==> src/rtl/core/wlgb_pkg.sv <==
// Shared types and constants of the weighted least-used gateway balancer.
// Used by the table, ratio compare unit and the top level. No dependencies.
package wlgb_pkg;

  localparam int SLOTS_DEF = 8;

  localparam logic [15:0] REG_PORT_RST = 16'd3000;
  localparam logic [15:0] TUN_PORT_RST = 16'd2152;
  localparam logic [63:0] STAMP_INIT   = 64'd9999;

  // Configuration register indexes (bit 2 of the byte address)
  localparam logic CFG_REG_PORT = 1'b0;
  localparam logic CFG_TUN_PORT = 1'b1;

  localparam logic [1:0] VERDICT_PASS  = 2'd0;
  localparam logic [1:0] VERDICT_DROP  = 2'd1;
  localparam logic [1:0] VERDICT_FWD   = 2'd2;
  localparam logic [1:0] VERDICT_ABORT = 2'd3;

  typedef struct packed {
    logic [31:0] addr;
    logic [31:0] weight;
    logic [15:0] port;
    logic [63:0] packets;
    logic [63:0] stamp;
  } entry_t;

  typedef struct packed {
    logic [15:0] dest_port;
    logic [15:0] src_port;
    logic [31:0] src_addr;
    logic [31:0] payload_word;
    logic [15:0] old_checksum;
    logic [63:0] now_time;
  } in_t;

  typedef struct packed {
    logic [1:0]  verdict;
    logic [2:0]  slot_index;
    logic        register_ok;
    logic [15:0] new_src_port;
    logic [15:0] new_dst_port;
    logic [15:0] new_checksum;
  } out_t;

  typedef struct packed {
    logic done;
    logic lt;
    logic eq;
  } cmp_res_t;

endpackage

==> src/rtl/core/wlgb_table.sv <==
// Gateway table: one synchronous memory of entries, read through a registered output.
// Per-entry valid bits give the cleared-at-reset view. Uses wlgb_pkg.
module wlgb_table #(
  parameter int SLOTS = wlgb_pkg::SLOTS_DEF,
  localparam int IW = (SLOTS > 1) ? $clog2(SLOTS) : 1
) (
  input  logic                clk,
  input  logic                rst_n,
  input  logic                rd_en,
  input  logic [IW-1:0]       rd_addr,
  output wlgb_pkg::entry_t    rd_entry,
  input  logic                wr_en,
  input  logic [IW-1:0]       wr_addr,
  input  wlgb_pkg::entry_t    wr_data
);

  wlgb_pkg::entry_t mem [SLOTS];
  wlgb_pkg::entry_t rd_q_r;
  logic [SLOTS-1:0] vld_r;
  logic             rd_vld_r;

  always_ff @(posedge clk) begin
    if (wr_en) begin
      mem[wr_addr] <= wr_data;
    end
    if (rd_en) begin
      rd_q_r <= mem[rd_addr];
    end
  end

  always_ff @(posedge clk) begin
    if (!rst_n) begin
      vld_r    <= '0;
      rd_vld_r <= 1'b0;
    end else begin
      if (wr_en) begin
        vld_r[wr_addr] <= 1'b1;
      end
      if (rd_en) begin
        rd_vld_r <= vld_r[rd_addr];
      end
    end
  end

  // never-written entries read as the cleared value
  assign rd_entry = rd_vld_r ? rd_q_r : '0;

endmodule

==> config.mk <==
export PLATFORM = sky130hd
export DESIGN_NAME = wlgb_table
export DESIGN_NICKNAME = d
export VERILOG_FILES = /design/src/rtl/core/wlgb_pkg.sv /design/src/rtl/core/wlgb_table.sv
export SDC_FILE = /design/constraint.sdc
export NUM_CORES = 1
export LEC_CHECK = 0
export BUFFER_PORTS_ARGS = -buffer_cell sky130_fd_sc_hd__buf_4
export CORE_MARGIN = 2
export CORE_UTILIZATION = 49
export CTS_CLUSTER_SIZE = 40
export DETAILED_ROUTE_END_ITERATION = 7
export GPL_ROUTABILITY_DRIVEN = 0
export PLACE_DENSITY = 0.66
export SLEW_MARGIN = 40
export SYNTH_ARGS = -nofsm -noshare
export SYNTH_HDL_FRONTEND = slang
export SYNTH_SLANG_ARGS = --single-unit
export TNS_END_PERCENT = 100
==> constraint.sdc <==
create_clock -name clk -period 21.1 [get_ports clk]
set_input_delay 0 -clock clk [delete_from_list [all_inputs] [get_ports clk]]
set_output_delay 0 -clock clk [all_outputs]
set_load 0.05 [all_outputs]
; ---- Word level (Yosys, flattened, before mapping)
; Memories as Yosys holds them, arrays and structs flattened. A register that Yosys moved wholly into a read port is not among the register bits.
; Cells that the tools add are included.
[op_classes]
order_cmp = 3
n_mux = 7
multipliers = 0
n_reduce_logical = 1
n_addsub = 0
eq_ne = 0
bitwise = 1
shifts = 0
n_div = 0
[ops]
columns = operator, n
row1 = $mux W208, 1
row2 = $lt A3 B4 Y1 const B, 2
row3 = $or A8 B8 Y8, 1
row4 = $mux W1, 4
row5 = $bmux W1 S3, 1
row6 = $demux W1 S3, 1
row7 = $ge A3 B1 Y1 const B, 1
row8 = $logic_and A1 B1 Y1, 1
[totals]
regBits = 9
ramBits = 1664
latchBits = 0
n_memories = 1
inputBits = 218
output_inout_bits = 208
rom_bits = 0
[mem_list]
columns = memory, depth, word_bits, read_ports, rd_ports_with_merged_regs, write_ports, line_no
row1 = mem, 8, 208, 1, 1, 1, wlgb_table.sv:17  ; wlgb_pkg::entry_t mem [SLOTS];

; ---- Depth between registers and ports, before layout
[logic_depth]
ltp_word = 5
depth_mapped = 6
mapped_depth_nobuf = 3

; ---- Worst setup path after synthesis
; No wires, ideal clock.
[synth_path]
path_type = input-to-reg
from = input port wr_addr[1]
to = memory mem[0][0] in the netlist's numbering (enable)
cell_stages = 1
required_ns = 20.063
setup_ns = 1.037
slack_ns = 5.716
arrival_time_ns = 14.347
path_buffers = 0
cell_sequence = nor3_1
[synth_lines]
columns = element, line_no
row1 = from (decl), wlgb_table.sv:13  ; input logic [IW-1:0] wr_addr,
row2 = to (decl), wlgb_table.sv:17
; Straight into the memory's write port.

==> results.cfg <==
[worst_setup_path]
cp_max_fo = 71
ff2ff_path_depth = 3
critical_path.cell_chain = dlygate4sd3_1, buf_8, buf_12, buf_16, buf_12, buf_16, mux4_1, mux2_2
endpoint = rd_q_r[176]$_DFFE_PP_
critPathCaptureType = flop
cp.required_ns = 21.63
critPathLaunch = rd_addr[0]
crit_arrival_ns = 3.61
r2r_setup_slack_ns = 19.44
cp_slowest_stage_delay_ns = 0.63
crit_slowest_cell = mux4_1
r2r_end = rd_vld_r$_SDFFE_PN0P_
r2r-start = rd_vld_r$_SDFFE_PN0P_
worstSetupPathType = in2reg
crit_path_start_kind = input port

[clocking]
tritoncts = yes
cts.sink_count = 1881
path_clk_slew_ns = 0.06
cts_hold_buffers = 407
clockBufferDepth = 3
postCtsSetupBuffers = 0
numCtsBuffers = 185
cts_resized = 0
h-tree-depth = 4
cts-root-buf = clkbuf_16
clock_insertion_delay_worst_skew_ns = 0.81

[routing]
routed_wl_mm = 153.8
drc = 0
routed_via_density = 5.609
wl_per_cell_microns = 26.12
via_count = 33020
first_pass_iters = 5
drt_iter0_markers = 2770
postRouteAntennaNets = 0

[place]
dpl.hpwl_mm = 80.04
placed_cells = 5124
numPortBuffers = 425
place_area_sq_um = 76970

[final_layout]
regArea_sq_um = 56400
fill_cells = 10000
fin_cells = 5887
multiInputGateArea_sq_um = 14070
drive_above_1_share_pct = 29.04
layout.nets = 4036
finalInstanceArea_sq_um = 87070
area_growth_syn_to_layout_pct = 22.09

[die]
die_w_microns = 385.5
start_util_pct = 49.53
ios = 426
num_rows = 139
core_area_sq_um = 144000
dieArea_sq_um = 148600
die_h_microns = 385.5

[global_routing]
grt_start_max_net_pins = 115
track_usage_pct = 20.72
antenna_found_initial = 22
grt_pass1_wl_mm = 224.7
grt_remaining_overflow = 0
grt_pass1_vias = 35240

[timing]
fin_crit_sh_pct = 14.56
tightest_slew_ns = 0.8500
skew_ns = 0.02839
setup_viol = 0
min_period_ns = 3.071
slew_headroom_pct = 43.33
rsz0062_at_grt = false
whs_ns = 0.05125
setup_tns_ns = 0
drv_slew = 0
hold_viol = 0
fmax_ghz = 0.3256

[run_status]
status = finished clean

[hold_path]
hold_class = in2reg
hold_depth = 2

[synth]
syn_inst = 2881
ys_types = 19
yosysWarningCount = 0
syn_nets = 3099
synth-seq-cells = 1881
syn-mean-instance-area_sq_um = 24.75
yosysSeqAreaShare_pct = 79.07
syn_area_sq_um = 71320

[power_and_ir_drop]
p_per_area_nw_per_um2 = 92.30
leakage_nw = 29.47
vdd_drop_max_mv = 0.07249
p_total_w = 0.008037

[run]
maxCapViolCount = 0
[cell usage after synthesis (all sizes together)]
cell    number  area (sq um)
mux2       208          2342
mux4       417         10200
nor2         6         22.52
buf         82         695.7
dfxtp        9         180.2
o21a         8         60.06
clkbuf      58         217.7
nand2b       3         18.77
nor3         2         10.01
o21ai        1         5.000
a21oi        1         5.000
nand2        2         7.510
edfxtp    1872         56210
and2       208          1301
mux2i        4         40.04
[state kept, by name, summed over array words and instances (netlist names)]
| signal | cells |
|---|---|
| mem | 1664 |
| rd_q_r | 208 |
| rd_vld_r | 1 |
| vld_r | 8 |
[where the power goes]
| part | internal [W] | switching (W) | total [W] |
|---|---|---|---|
| Sequential | 0.00427 | 0.0000357 | 0.00430 |
| Combinational | 0.000246 | 0.000277 | 0.000523 |
| Clock | 0.00186 | 0.00135 | 0.00321 |
[metal layers]
layer	global-route usage, %	routed length (microns)	vias to the layer above
met5	0	138	-
met4	5.829	3238	22
met3	4.285	8352	232
met2	34.76	77910	916
met1	27.68	64130	17600
li1	-	-	14260
[area by class of cell]
type	count	share of cell area (%)
diodes	13	0.03736
clock buffers	238	5.692
clock inverters	102	1.108
multi-input cells	860	16.15
flip-flops and latches	1881	64.77
well taps	1903	2.735
repair buffers	890	9.504
[logic make-up after synthesis]
family                 Yosys count  synth area share (%)
buffers and inverters          140                 1.281
muxes                          629                 17.64
DFF                           1881                 79.07
AOI/OAI and AO/OA               10               0.09824
and+or+nand+nor                221                 1.907
[worst max-delay path: cells and delay by family]
kind	cells	cell delay (ns)
mux	2	0.90
buf+inv	6	2.49
[through the flow]
step / setup slack, ns / util [%]
floorplan: 5.716 / -
global placement: 17.44 / 53.13
detailed placement: 17.77 / 53.45
CTS: 17.95 / 60.39
global route: 17.82 / 60.46
finish: 18.03 / 60.47
[placed cells by master (no fill, tap or decap), types with 15 or more instances in the layout]
cell           Yosys  layout
bufinv_16          0      17
buf_6             40      22
dlygate4sd3_1      0     407
mux2_2           208     208
edfxtp_1        1872    1872
and2_1           208     208
buf_16             0      15
clkinv_2           0      28
clkbuf_16          0     191
buf_4              0     429
clkbuf_1          58      47
clkinv_1           0      42
mux4_2           202     202
mux4_1           215     215
[worst min-delay path by stage]
stage	startpoint	to	slack (ns)
6_report	wr_data[185]	mem[6][185]$_DFFE_PP_	0.05
2_1_floorplan	rd_en	rd_vld_r$_SDFFE_PN0P_	0.09
3_3_place_gp	wr_data[93]	mem[1][93]$_DFFE_PP_	0.22
5_1_grt	wr_data[23]	mem[6][23]$_DFFE_PP_	0.002
3_5_place_dp	wr_data[83]	mem[0][83]$_DFFE_PP_	0.23
4_1_cts	wr_data[168]	mem[3][168]$_DFFE_PP_	0.0002
Power figures use the tool's default switching activity.
